==> src/rtl/loop_pattern_sequencer_macros.svh <==
// Assertion macros shared by the sequencer RTL.
`ifndef LOOP_PATTERN_SEQUENCER_MACROS_SVH
`define LOOP_PATTERN_SEQUENCER_MACROS_SVH

// Plain clocked property, disabled during reset.
`define LPS_ASSERT(label, prop, msg) \
	label: assert property (@(posedge clk) disable iff (!arst_n) (prop)) else $error(msg);

// Same-cycle implication.
`define LPS_ASSERT_IMP(label, ante, cons, msg) \
	label: assert property (@(posedge clk) disable iff (!arst_n) (ante) |-> (cons)) \
		else $error(msg);

`endif

==> src/rtl/lps_ram.sv <==
// Generic single-write, single-read RAM with registered read.
`timescale 1ns / 1ps
module lps_ram #(
	parameter int WIDTH = 8,
	parameter int DEPTH = 16
) (
	input  logic                     clk,
	input  logic                     we,
	input  logic [$clog2(DEPTH)-1:0] waddr,
	input  logic [WIDTH-1:0]         wdata,
	input  logic [$clog2(DEPTH)-1:0] raddr,
	output logic [WIDTH-1:0]         rdata
);
	logic [WIDTH-1:0] mem_q [DEPTH];

	always_ff @(posedge clk) begin
		if (we) begin
			mem_q[waddr] <= wdata;
		end
		rdata <= mem_q[raddr];
	end
endmodule

==> config.mk <==
export PLATFORM = sky130hd
export DESIGN_NAME = lps_ram
export DESIGN_NICKNAME = d
export VERILOG_FILES = /design/src/rtl/loop_pattern_sequencer_macros.svh /design/src/rtl/lps_ram.sv
export SDC_FILE = /design/constraint.sdc
export NUM_CORES = 1
export LEC_CHECK = 0
export ABC_CLOCK_PERIOD_IN_PS = 2600
export BUFFER_PORTS_ARGS = -buffer_cell sky130_fd_sc_hd__buf_2
export CAP_MARGIN = 40
export CORE_UTILIZATION = 45
export CTS_BUF_LIST = sky130_fd_sc_hd__clkbuf_4
export CTS_CLUSTER_DIAMETER = 150
export DETAILED_ROUTE_END_ITERATION = 8
export HOLD_SLACK_MARGIN = 0.03
export SLEW_MARGIN = 15
export SYNTH_ARGS = -nofsm -noshare
export SYNTH_HDL_FRONTEND = slang
export SYNTH_SLANG_ARGS = --single-unit
==> constraint.sdc <==
create_clock -name clk -period 2.6 [get_ports clk]
set_clock_uncertainty 0.1 [all_clocks]
set_input_delay 0.52 -clock clk [delete_from_list [all_inputs] [get_ports clk]]
set_output_delay 0.52 -clock clk [all_outputs]
set_load 0.01 [all_outputs]
[Word-level counts from Yosys, hierarchy flattened]
Memories as Yosys holds them, arrays and structs flattened. A register that Yosys moved wholly into a read port is not among the register bits.
Cells that the tools add are included.
Storage, ports and cells
  word-level logic and storage cells: 3
  memories kept: 1
  register bits after elaboration: 0
  memory bits (writable): 128
  output and inout port bits: 8
Cells by class
  muxes and demuxes: 2
Memory list
  mem_q: words 16, width 8, read ports 1, clocked after memory_dff 1, write ports 1, RTL line lps_ram.sv:14  | logic [WIDTH-1:0] mem_q [DEPTH];
Operator list (count)
  two-way mux 1 bit: 2

[Longest topological paths before layout]
  depth in word-level cells: 2
  mapped depth: 5
  gate-level depth less buffers: 3

[Worst setup path before layout]
No wires, ideal clock.
  path kind: input-to-reg
  start: input port waddr[2]
  end: memory mem_q[0][0] (enable)
  cell stages on the path: 2
  path buffers: 0
  path slack: 487 ps
  setup time: 383 ps
  arrival: 1630 ps
  required time: 2117 ps
  path through: or3b_2 > nor3_1
RTL lines
  from (decl): RTL line lps_ram.sv:9  | input logic [$clog2(DEPTH)-1:0] waddr,
  to (decl): RTL line lps_ram.sv:14
No word-level cell before the write port.

[Worst setup path in the final report]
  start: register rdata[7] (read register of mem_q)
  end: output port rdata[7]
RTL lines
  from (decl): RTL line lps_ram.sv:12  | output logic [WIDTH-1:0] rdata
No word-level cell between the ends.

==> impl_metrics.prom <==
# TYPE chip_impl_metric gauge
chip_impl_metric{name="finalWorstSetupSlack",unit="ns"} 0.9655
chip_impl_info{name="cpLargestDelayFamily",value="flip-flops"} 1
chip_impl_metric{name="grt_antenna_before_repair",unit=""} 1
chip_impl_info{name="cts_root_buf",value="clkbuf_4"} 1
chip_impl_metric{name="routed-via-count",unit=""} 2364
chip_impl_metric{name="grtUsageTotal",unit=""} 0.1713
chip_impl_metric{name="pin_count",unit=""} 26
chip_impl_metric{name="switchingPower",unit="mW"} 0.8919
chip_impl_metric{name="clock_latency",unit="ns"} 0.52
chip_impl_metric{name="yosysSeqAreaShare",unit=""} 0.7778
chip_impl_metric{name="worst-path-max-fanout",unit=""} 1
chip_impl_metric{name="worstMarginPinSlew",unit="ns"} 0.4355
chip_impl_metric{name="p_leak",unit="nW"} 1.964
chip_impl_metric{name="initial_utilization",unit=""} 0.4687
chip_impl_metric{name="place_congestion",unit=""} 0.7464
chip_impl_metric{name="cp_data_required_time",unit="ns"} 1.98
chip_impl_metric{name="power_frac_comb",unit=""} 0.055
chip_impl_metric{name="post_route_cells_drive_above_1_share",unit=""} 0.3176
chip_impl_metric{name="route.detailed.wl_per_inst",unit="um"} 20.21
chip_impl_info{name="worst-setup-path-type",value="reg -> out"} 1
chip_impl_metric{name="global_route.overflow_total",unit=""} 0
chip_impl_metric{name="fin_nets",unit=""} 301
chip_impl_info{name="rsz0062_at_grt",value="false"} 1
chip_impl_metric{name="mappedNetlistArea",unit="um2"} 5147
chip_impl_metric{name="first_global_vias",unit=""} 2432
chip_impl_metric{name="drv_cap",unit=""} 0
chip_impl_metric{name="syn-num-nets",unit=""} 247
chip_impl_metric{name="netlist-cell-type-count",unit=""} 19
chip_impl_metric{name="design.core.area",unit="um2"} 10980
chip_impl_metric{name="total_power",unit="mW"} 4.122
chip_impl_info{name="worst_r2r_startpoint",value="mem_q[11][7]$_DFFE_PP_"} 1
chip_impl_info{name="worst_hold_path.endpoint",value="mem_q[0][2]$_DFFE_PP_"} 1
chip_impl_metric{name="cts_num_sinks",unit=""} 136
chip_impl_metric{name="cts_buffers",unit=""} 17
chip_impl_metric{name="power.switching_fraction",unit=""} 0.2164
chip_impl_metric{name="syn_inst",unit=""} 229
chip_impl_metric{name="internal-power",unit="mW"} 3.230
chip_impl_metric{name="maxClockFrequency",unit="MHz"} 611.8
chip_impl_metric{name="timing_max_transition_violations_final",unit=""} 0
chip_impl_info{name="critical-path-slowest-cell",value="dfxtp_1"} 1
chip_impl_metric{name="place_hpwl",unit="mm"} 5.832
chip_impl_info{name="worst_r2r_endpoint",value="rdata[7]$_DFF_P_"} 1
chip_impl_metric{name="finalSetupViolCount",unit=""} 0
chip_impl_metric{name="timing.reg2reg.setup_slack",unit="ns"} 1.15
chip_impl_info{name="result_of_the_run",value="finished, final reports clean"} 1
chip_impl_metric{name="min_period_over_period",unit=""} 0.6287
chip_impl_metric{name="pwr-share-seq",unit=""} 0.596
chip_impl_info{name="worst_setup_path_end_kind",value="output pin"} 1
chip_impl_metric{name="crit_path_max_incr_delay",unit="ns"} 0.37
chip_impl_info{name="ordered_list_of_cells_on_the_worst_path",value="buf_2"} 1
chip_impl_metric{name="htreeDepth",unit=""} 4
chip_impl_metric{name="syn_area_per_cell",unit="um2"} 22.48
chip_impl_metric{name="detailedPlace.worstSlack",unit="ns"} 0.4657
chip_impl_metric{name="design.die.area",unit="um2"} 11870
chip_impl_metric{name="post_cts_resized",unit=""} 0
chip_impl_metric{name="cts.hold.buffers_added",unit=""} 0
chip_impl_metric{name="std_cell_rows",unit=""} 38
chip_impl_metric{name="grt_max_degree",unit=""} 33
chip_impl_metric{name="synth.ff_latch_count",unit=""} 136
chip_impl_info{name="hp-start",value="wdata[2]"} 1
chip_impl_metric{name="crit_buf_inv",unit=""} 1
chip_impl_metric{name="height_of_the_chip",unit="um"} 109.0
chip_impl_info{name="cts_tree",value="done"} 1
chip_impl_metric{name="flow.area_growth_from_synthesis",unit="%"} 13.59
chip_impl_metric{name="slew_headroom",unit=""} 0.7086
chip_impl_metric{name="r2r_cells",unit=""} 3
chip_impl_metric{name="dr.pass1.iters",unit=""} 6
chip_impl_info{name="worst_hold_path_type",value="in -> reg"} 1
chip_impl_metric{name="timing.hold.worst_path_depth",unit=""} 1
chip_impl_info{name="critical_path.startpoint_type",value="flip-flop"} 1
chip_impl_metric{name="drt-vias-per-instance",unit=""} 5.410
chip_impl_metric{name="chipWidth",unit="um"} 109.0
chip_impl_metric{name="finalWorstPathRequiredPeriod",unit="ns"} 1.635
chip_impl_metric{name="grt_first_pass_wirelength",unit="mm"} 13.68
chip_impl_metric{name="totalWireLength",unit="mm"} 8.831
chip_impl_metric{name="critical_path_arrival",unit="ns"} 1.01
chip_impl_metric{name="report.final.hold_viol_count",unit=""} 0
chip_impl_metric{name="route.detailed.drc",unit=""} 0
chip_impl_metric{name="clk_pin_slew",unit="ns"} 0.11
chip_impl_metric{name="max-clock-path-buffers",unit=""} 2
chip_impl_metric{name="total_negative_setup_slack",unit="ns"} 0
chip_impl_metric{name="yosysWarningCount",unit=""} 0
chip_impl_metric{name="detail-route-antenna-nets",unit=""} 0
chip_impl_metric{name="max-vdd-ir-drop",unit="V"} 0.0002953
chip_impl_metric{name="initialDrtViolationCount",unit=""} 143
chip_impl_metric{name="power_per_unit_of_standard_cell_area",unit="nW/um2"} 704.9
chip_impl_metric{name="post-cts-setup-buffer-count",unit=""} 0
chip_impl_metric{name="quantity_of_i_o_buffers_inserted_on_ports",unit=""} 25
chip_impl_metric{name="share_clk_of_total_power",unit=""} 0.349
[Yosys cell counts]
| library cell | instances | area share |
|---|---|---|
| nand3_1 | 1 | 0.00097 |
| buf_2 | 3 | 0.0029 |
| edfxtp_1 | 128 | 0.75 |
| nand2_1 | 9 | 0.0066 |
| dfxtp_1 | 8 | 0.031 |
| and2b_1 | 1 | 0.0015 |
| clkdlybuf4s25_2 | 3 | 0.0058 |
| and2_1 | 1 | 0.0012 |
| mux4_2 | 18 | 0.079 |
| a22oi_1 | 16 | 0.023 |
| nor2_1 | 13 | 0.0095 |
| nand3b_1 | 2 | 0.0029 |
| mux4_1 | 14 | 0.071 |
| buf_4 | 1 | 0.0015 |
| buf_6 | 3 | 0.0066 |
| or3b_2 | 1 | 0.0017 |
| nand2b_1 | 2 | 0.0024 |
| nor3_1 | 4 | 0.0039 |
| nor2b_1 | 1 | 0.0012 |
[sequential cells by signal (all words and copies together), names as in the netlist]
| name | cells |
|---|---|
| mem_q | 128 |
| rdata | 8 |
[metrics by stage]
| step | instances | hold slack (ns) | area [um2] | util |
|---|---|---|---|---|
| floorplan | 229 | 0.5189 | 5147 | - |
| global placement | 404 | 0.5506 | 5537 | 0.5041 |
| detailed placement | 404 | 0.5607 | 5537 | 0.5041 |
| CTS | 436 | 0.2341 | 5844 | 0.5321 |
| global route | 437 | 0.2208 | 5847 | 0.5324 |
| finish | 437 | 0.2698 | 5847 | 0.5324 |
[routing by layer]
layer | routed length (um) | share of wire | track usage
met3 | 342 | 0.039 | 0.04483
met5 | 0 | 0 | 0
met1 | 3938 | 0.45 | 0.2194
met2 | 4416 | 0.50 | 0.2767
met4 | 134 | 0.015 | 0.07529
[cell usage in the layout (no fill, tap or decap), types with 4 or more instances in the layout]
master | Yosys | layout
edfxtp_1 | 128 | 128
buf_2 | 3 | 25
mux4_2 | 18 | 18
clkbuf_4 | 0 | 18
buf_4 | 1 | 18
a22oi_1 | 16 | 16
mux4_1 | 14 | 14
nor2_1 | 13 | 13
nand2_1 | 9 | 9
dfxtp_1 | 8 | 8
nor3_1 | 4 | 4
[worst max path at each step]
| stage | cells past startpoint | slack, ns | startpoint | to |
|---|---|---|---|---|
| 6_report | 1 | 0.97 | rdata[7]$_DFF_P_ | rdata[7] |
| 5_1_grt | 1 | 0.86 | rdata[7]$_DFF_P_ | rdata[7] |
| 4_1_cts | 1 | 0.90 | rdata[7]$_DFF_P_ | rdata[7] |
| 3_5_place_dp | 5 | 0.47 | raddr[0] | rdata[1]$_DFF_P_ |
| 3_3_place_gp | 5 | 0.47 | raddr[0] | rdata[1]$_DFF_P_ |
| 2_1_floorplan | 2 | 0.49 | waddr[2] | mem_q[0][0]$_DFFE_PP_ |
[kinds of logic after synthesis]
kind of cell / share of synthesized area
simple gates: 0.03184
mux: 0.1502
compound gates: 0.02334
buf+inv: 0.01677
flops: 0.7778
[final cells by class]
type                    count  area, um2
diodes                      1      2.502
clock buffers              18      135.1
clock inverters            14      172.7
fillers                   843       5136
multi-input cells          83       1057
flip-flops and latches    136       4004
well taps                 140      175.2
repair buffers             45      300.3
[power by group through the flow]
stage / logic (mW) / registers [mW] / clock network, mW
floorplan: 0.124 / 2.51 / 0
global placement: 0.228 / 2.51 / 0
detailed placement: 0.231 / 2.51 / 0
CTS: 0.231 / 2.46 / 1.47
global route: 0.249 / 2.46 / 1.57
finish: 0.226 / 2.46 / 1.44
(Power assumes the default switching activity.)
