**src/rtl/loop_pattern_sequencer_macros.svh**
```systemverilog
// Assertion macros shared by the sequencer RTL.
`ifndef LOOP_PATTERN_SEQUENCER_MACROS_SVH
`define LOOP_PATTERN_SEQUENCER_MACROS_SVH

// Plain clocked property, disabled during reset.
`define LPS_ASSERT(label, prop, msg) \
	label: assert property (@(posedge clk) disable iff (!arst_n) (prop)) else $error(msg);

// Same-cycle implication.
`define LPS_ASSERT_IMP(label, ante, cons, msg) \
	label: assert property (@(posedge clk) disable iff (!arst_n) (ante) |-> (cons)) \
		else $error(msg);

`endif

```
**src/rtl/lps_pkg.sv**
```systemverilog
// Shared constants, codes and types of the loop pattern sequencer.
`timescale 1ns / 1ps
package lps_pkg;
	localparam int NUM_PATTERNS   = 8;
	localparam int MAX_EVENTS     = 32;
	localparam int PLAYLIST_DEPTH = 16;

	localparam int PAT_W    = 3;
	localparam int EV_IDX_W = $clog2(MAX_EVENTS);
	localparam int EV_CNT_W = $clog2(MAX_EVENTS + 1);
	localparam int EV_DEPTH = NUM_PATTERNS * MAX_EVENTS;
	localparam int EV_ADDR_W = $clog2(EV_DEPTH);
	localparam int PL_IDX_W = $clog2(PLAYLIST_DEPTH);
	localparam int PL_CNT_W = $clog2(PLAYLIST_DEPTH + 1);

	localparam int DIV_N_W = 48;
	localparam int DIV_D_W = 26;
	localparam int STEP_W  = 6;

	localparam logic [3:0] CMD_TICK      = 4'd0;
	localparam logic [3:0] CMD_PLAY      = 4'd1;
	localparam logic [3:0] CMD_STOP      = 4'd2;
	localparam logic [3:0] CMD_REC_START = 4'd3;
	localparam logic [3:0] CMD_REC_STOP  = 4'd4;
	localparam logic [3:0] CMD_NOTE_ON   = 4'd5;
	localparam logic [3:0] CMD_NOTE_OFF  = 4'd6;
	localparam logic [3:0] CMD_DRUM      = 4'd7;
	localparam logic [3:0] CMD_LIST_ADD  = 4'd8;
	localparam logic [3:0] CMD_LIST_CLR  = 4'd9;
	localparam logic [3:0] CMD_CLR_PAT   = 4'd10;
	localparam logic [3:0] CMD_CLR_TRACK = 4'd11;

	localparam logic [1:0] KIND_NOTE  = 2'd0;
	localparam logic [1:0] KIND_DRUM  = 2'd1;
	localparam logic [1:0] KIND_ALLOFF = 2'd2;
	localparam logic [1:0] KIND_CLICK = 2'd3;

	localparam logic [2:0] REG_LOOP_LEN  = 3'd0;
	localparam logic [2:0] REG_SPB       = 3'd1;
	localparam logic [2:0] REG_GRID      = 3'd2;
	localparam logic [2:0] REG_WRAP      = 3'd3;
	localparam logic [2:0] REG_ARRANGE   = 3'd4;
	localparam logic [2:0] REG_ACTIVE    = 3'd5;
	localparam logic [2:0] REG_METRO     = 3'd6;

	typedef struct packed {
		logic               start;
		logic [DIV_N_W-1:0] dividend;
		logic [DIV_D_W-1:0] divisor;
		logic [STEP_W-1:0]  steps;
	} div_req_t;

	typedef struct packed {
		logic               done;
		logic [DIV_N_W-1:0] quot;
		logic [DIV_D_W-1:0] rem;
	} div_rsp_t;

	typedef struct packed {
		logic [1:0]  kind;
		logic [3:0]  trk;
		logic [31:0] val;
		logic        on;
		logic        acc;
	} res_t;

	typedef struct packed {
		logic [23:0] ts;
		logic [31:0] val;
		logic [3:0]  trk;
		logic        on;
		logic        drum;
	} event_t;

	localparam int EV_W = $bits(event_t);
endpackage

```
**src/rtl/lps_div.sv**
```systemverilog
// Iterative restoring divider, one quotient bit per cycle.
`timescale 1ns / 1ps
module lps_div (
	input  logic              clk,
	input  logic              arst_n,
	input  lps_pkg::div_req_t req,
	output lps_pkg::div_rsp_t rsp
);
	logic [lps_pkg::DIV_N_W-1:0] acc_q;
	logic [lps_pkg::DIV_D_W-1:0] rem_q;
	logic [lps_pkg::DIV_D_W-1:0] dvs_q;
	logic [lps_pkg::STEP_W-1:0]  cnt_q;
	logic                        done_q;
	logic [lps_pkg::DIV_D_W:0]   partial;
	logic [lps_pkg::DIV_D_W+1:0] diff;
	logic                        ge;

	assign partial = {rem_q, acc_q[lps_pkg::DIV_N_W-1]};
	assign diff    = {1'b0, partial} - {2'b00, dvs_q};
	assign ge      = !diff[lps_pkg::DIV_D_W+1];

	always_ff @(posedge clk or negedge arst_n) begin
		if (!arst_n) begin
			cnt_q  <= '0;
			done_q <= 1'b0;
		end else begin
			done_q <= !req.start && (cnt_q == lps_pkg::STEP_W'(1));
			if (req.start) begin
				cnt_q <= req.steps;
			end else if (cnt_q != '0) begin
				cnt_q <= cnt_q - 1'b1;
			end
		end
	end

	always_ff @(posedge clk) begin
		if (req.start) begin
			acc_q <= req.dividend;
			rem_q <= '0;
			dvs_q <= req.divisor;
		end else if (cnt_q != '0) begin
			acc_q <= {acc_q[lps_pkg::DIV_N_W-2:0], ge};
			rem_q <= ge ? diff[lps_pkg::DIV_D_W-1:0] : partial[lps_pkg::DIV_D_W-1:0];
		end
	end

	assign rsp.done = done_q;
	assign rsp.quot = acc_q;
	assign rsp.rem  = rem_q;
endmodule

```
**config.mk**
```make
export PLATFORM = sky130hd
export DESIGN_NAME = lps_div
export DESIGN_NICKNAME = d
export VERILOG_FILES = /design/src/rtl/loop_pattern_sequencer_macros.svh /design/src/rtl/lps_pkg.sv /design/src/rtl/lps_div.sv
export SDC_FILE = /design/constraint.sdc
export NUM_CORES = 1
export LEC_CHECK = 0
export BUFFER_PORTS_ARGS = -buffer_cell sky130_fd_sc_hd__buf_2
export CELL_PAD_IN_SITES_DETAIL_PLACEMENT = 1
export CELL_PAD_IN_SITES_GLOBAL_PLACEMENT = 1
export CORE_UTILIZATION = 42
export CTS_BUF_LIST = sky130_fd_sc_hd__clkbuf_4 sky130_fd_sc_hd__clkbuf_8
export CTS_CLUSTER_DIAMETER = 50
export DETAILED_ROUTE_END_ITERATION = 10
export GPL_ROUTABILITY_DRIVEN = 0
export PLACE_DENSITY = 0.89
export SETUP_SLACK_MARGIN = 0.02
export SYNTH_ARGS = -nofsm -noshare
export SYNTH_HDL_FRONTEND = slang
export SYNTH_SLANG_ARGS = --single-unit
export TNS_END_PERCENT = 10
```
**constraint.sdc**
```tcl
create_clock -name clk -period 3.62 [get_ports clk]
set_clock_uncertainty 0.2 [all_clocks]
set_input_delay 0.543 -clock clk [delete_from_list [all_inputs] [get_ports clk]]
set_output_delay 0.543 -clock clk [all_outputs]
set_load 0.05 [all_outputs]
```
==> After elaboration in Yosys (flattened, before gate mapping) <==
Cells that the tools add are included.
{ "word_totals": {"regBits": 107, "inputBits": 83, "output_inout_bits": 75, "word_cells": 18} }
{ "classes": {"addsub": 2, "n_eq_ne": 1, "n_mux": 5, "n_reduce_logical": 5} }
{ "ops": {"columns": ["op", "n"], "rows": [
  ["48-bit 2-to-1 mux", 2],
  ["27-bit by 26-bit subtractor with 28-bit output", 1],
  ["26-bit 2-to-1 mux", 1],
  ["6-bit 2-to-1 mux", 2],
  ["6-bit by 1-bit == test with 1-bit output (second input constant)", 1],
  ["6-bit nonzero test", 1],
  ["6-bit by 1-bit subtractor with 6-bit output (second input constant)", 1],
  ["1-bit logical NOT", 2],
  ["2-bit nonzero test", 1],
  ["1-bit logical AND", 1]
]} }

==> Longest topological paths before layout <==
{ "logic_depth": {"depth_word": 4, "depth_mapped": 13, "depth_no_buf": 13} }

==> Worst setup path before layout <==
No wires, ideal clock.
{ "synth_timing": {"path_kind": "register to register", "startpoint": "register acc_q[47] (netlist bit)", "endpoint": "register rem_q[24] (netlist bit)", "setup_ps": 126, "t_arrival_ps": 3051, "t_required_ps": 3294, "path_slack_ps": 243, "stages_incl_launch_ff": 14, "path_buffers": 0, "period_less_slack_ps": 3377, "path_cell_list": "edfxtp_1 -> inv_1 -> ha_1 -> inv_1 -> fa_1 -> a211oi_1 -> o21ai_2 -> a31oi_1 -> o2111ai_1 -> a41oi_1 -> o21ai_1 -> a221oi_1 -> xor2_1 -> o31ai_1"} }
{ "synth_between": {"elab_chain_len": 2} }
{ "synth_rtl": {"columns": ["element", "line", "rtl"], "rows": [
  ["start, declared", "lps_div.sv:9", "logic [lps_pkg::DIV_N_W-1:0] acc_q;"],
  ["start signal, assigned", "lps_div.sv:38", "acc_q <= req.dividend;"],
  ["start signal, assigned", "lps_div.sv:42", "acc_q <= {acc_q[lps_pkg::DIV_N_W-2:0], ge};"],
  ["27-bit by 26-bit subtractor with 28-bit output", "lps_div.sv:19", "assign diff = {1'b0, partial} - {2'b00, dvs_q};"],
  ["26-bit 2-to-1 mux", "lps_div.sv:43", "rem_q <= ge ? diff[lps_pkg::DIV_D_W-1:0] : partial[lps_pkg::DIV_D_W-1:0];"],
  ["end signal, assigned", "lps_div.sv:43", null],
  ["end, declared", "lps_div.sv:10", "logic [lps_pkg::DIV_D_W-1:0] rem_q;"]
]} }
Every way passes these cells.
A chain may end at the register's enable or synchronous reset.

==> Final worst setup path <==
Ends and elaborated chain as after synthesis.

==> metrics.txt <==
Slew Limit Fails=0; clock network fraction of total power=24.5%; Root Driver=clkbuf_8; Post-synth ARST share=between 6 and 7%; largest net degree at the start of global routing=49; hpwl dp=between 10 and 15 mm; antenna violations before repair=0; crit path DAT=around 3400 ps; CP max-delay cell=fa_1; chip height=around 120 microns; RSZ-0062 raised after global routing=no; final hold slack=around 120 ps; Post-DP Area=6700 sq um; std cell rows=42; family with the most delay on the worst path=compound AO/OA/AOI/OAI gates; critical path launch point type=flop; Core Region=13200 sq um; Routed WL per cell=around 18 microns; first-pass GRT wire length=23.5 mm; Top-Level Pins=around 160; DR vias=between 4000 and 5000; classification of the worst setup path=reg -> reg; TritonCTS Buffers=9; Worst Path Required=3740 ps; cell area after synthesis=between 5000 and 6000 sq um; #FFs+latches synth=107; leakage power=~0.0032 uW; Initial Utilization=a little over two fifths; All-Layer GR Usage=21.4%; Post-Syn Area per Cell=approximately 12 sq um; total of max-cap violations=0; Starting DRT DRC Count=176; Tmin final=approximately 3300 ps; Most used DFF post-synth=edfxtp_1; CTS clock-pin slew for the worst setup and hold paths=roughly 120 ps; Final Setup Violations=0; adder-cell area share of the yosys netlist=around 6.5%; CTS tree=done; Remaining Overflow, GRT=0; cell count after synthesis=approximately 480; Final Power=a little under 3000 uW; Yosys cell types=68; Syn. warnings=0; commonest non-fill, non-tap cell in the layout=buf_2; cell-internal power=between 1500 and 2000 uW; Fillers=between 1000 and 1500; commonest non-fill, non-tap cells in the layout=buf_2 (156), edfxtp_1 (74), mux2_2 (48); DRT Pass-1 Iters=4; main combinational cell family by area after synthesis=multiplexers; DRC=0; share of post-route cells with drive strength above 1=about two fifths; setup TNS=0 ps; Ant. Diodes=0; Syn Nets=595; routed wire length=14.6 mm; FMAX=between 300 and 400 MHz; antenna viol nets, final=0; slew at the pin closest to its max-slew limit=about 1000 ps; vias per cell=between 5 and 6; slowest stage delay, CP=430 ps; Die Area=~14000 sq um; Most common cell on crit path=inv_1; Psw=1020 uW; status=finished clean; Tcrit/Tclk final=89.9%; Comb pwr share=between 20% and 30%; clk sink count=107; sw frac=approximately 34%; sequential area share after synthesis=approximately 50%; crit path cell chain=inv_1 -> ha_1 -> inv_1 -> fa_1 -> a211oi_2 -> o21ai_2 -> a31oi_1 -> o2111ai_1 -> a41oi_2 -> o21ai_1 -> a221oi_1 -> xor2_1 -> o31ai_1; number of hold violations in the final report=0; Buf/Inv on CP=2; mux contribution to synthesized area=around 14%; PD cells=around 430 nW/um^2; Area Growth Syn to Fin=20.8%; Critical Path End Type=flop; vias in the first global route=about 4800; Compound-Gate Fraction of Synth Area=between 10% and 20%; HP Class=in -> reg; crit-path max FO=4; number of enable flip-flop cells after synthesis=between 70 and 80; post-CTS setup buffer count=0; die width=119 microns; worst-case clock buffer depth=2; H-tree levels=3; worst vdd ir=0.322 mV; Synth Area in XOR/XNOR=under 10%; Worst slew margin=32.1%; sequential power share=between 50% and 60%; nets=between 700 and 800; IO buf count=about 160; design area=6910 sq um; clk_lat worst skew=roughly 400 ps; Post-Synth Simple-Gate Area=~7.8%
-- metal layers --
layer,share of wire [%],track usage (%),up-vias
met5,0,0,-
li1,-,-,2093
met3,7.6,7.77,16
met4,1.5,6.09,0
met1,41,24.0,2129
met2,50,37.8,153
-- metrics by stage --
step	std cells	utilization (%)	setup WS [ps]
6_report	821	52.2	364
5_1_grt	821	52.2	109
4_1_cts	821	52.1	231
3_5_place_dp	804	50.6	265
3_3_place_gp	804	50.6	335
2_1_floorplan	483	-	243
-- power by group through the flow --
| stage | clock network, uW | registers (uW) | logic [uW] |
|---|---|---|---|
| 2_1_floorplan | 0 | 1790 | 264 |
| 3_3_place_gp | 0 | 1520 | 714 |
| 3_5_place_dp | 0 | 1530 | 739 |
| 4_1_cts | 757 | 1510 | 742 |
| 5_1_grt | 787 | 1520 | 784 |
| 6_report | 730 | 1500 | 739 |
-- synth_stat cells (2+ instances only) --
master    count  share of area, %
o21bai_1      3              0.39
buf_4         3              0.39
buf_6         4              0.79
nand2_1      37               2.4
nand2b_1      4              0.44
nor4_1        2              0.22
a21o_1        8               1.1
o211ai_1      2              0.26
a211o_1       2              0.31
inv_1        35               2.3
o31ai_1       3              0.39
dfrtp_1       7               3.1
a221oi_2      2              0.53
nand3_1       6              0.53
ha_1         28               6.1
xor2_1        8               1.2
o21ai_1      22               1.9
a21o_2        2              0.31
and2_1        2              0.22
o21ai_0      10              0.88
nand4_1       4              0.44
dfxtp_1      26               9.1
mux2i_1      22               3.9
nor2b_1       2              0.22
a31oi_1       4              0.44
a32oi_1       4              0.61
clkbuf_1     12              0.79
edfxtp_1     74                39
mux2_2       48               9.5
nor2_1       15              0.98
nor3_1        4              0.35
a21boi_0      2              0.26
xnor2_1      15               2.3
o21ai_2       3              0.46
o311ai_0      2              0.31
a21oi_1      24               2.1
-- kinds of logic (layout without fill, tap and decap cells) --
logic type,Yosys count,count (layout)
xor+xnor,23,23
mux,72,72
buf+inv,57,219
compound gates,106,106
simple gates,89,89
fa+ha+maj,29,29
flops,107,107
-- area by class of cell --
type	instances	area, sq um	share of cell area (%)
clock buffers	10	131	1.90
clock inverters	6	53.8	0.779
inverters	36	135	1.96
multi-input cells	319	2570	37.2
flip-flops and latches	107	2920	42.2
well taps	176	220	3.19
repair buffers	167	878	12.7
-- path summary, 6_finish.rpt --
check,from,end,slack (ps),depth (start not counted)
setup / recovery,acc_q[47]$_DFFE_PP_,rem_q[24]$_SDFFE_PP0P_,360,13
hold reg to reg,rem_q[3]$_SDFFE_PP0P_,rem_q[3]$_SDFFE_PP0P_,290,2
max in group asynchronous,arst_n,cnt_q[3]$_DFFE_PN0P_,2760,2
hold / removal,req[22],dvs_q[16]$_DFFE_PP_,120,1
min in group asynchronous,arst_n,cnt_q[5]$_DFFE_PN0P_,290,2
setup reg to reg,acc_q[47]$_DFFE_PP_,rem_q[24]$_SDFFE_PP0P_,360,13
-- state kept, by name, indices dropped and copies added (netlist names) --
name    cells
acc_q      48
cnt_q       6
done_q      1
dvs_q      26
rem_q      26
-- what timing repair did --
item / 4_1_cts / 5_1_grt
endpoints found under the setup margin: 0 / 1
hold endpoints to repair: 7 / 0
hold buffers: 1 / 0
resized for setup: 0 / 2
No activity file was read; power rests on OpenSTA's default activity.
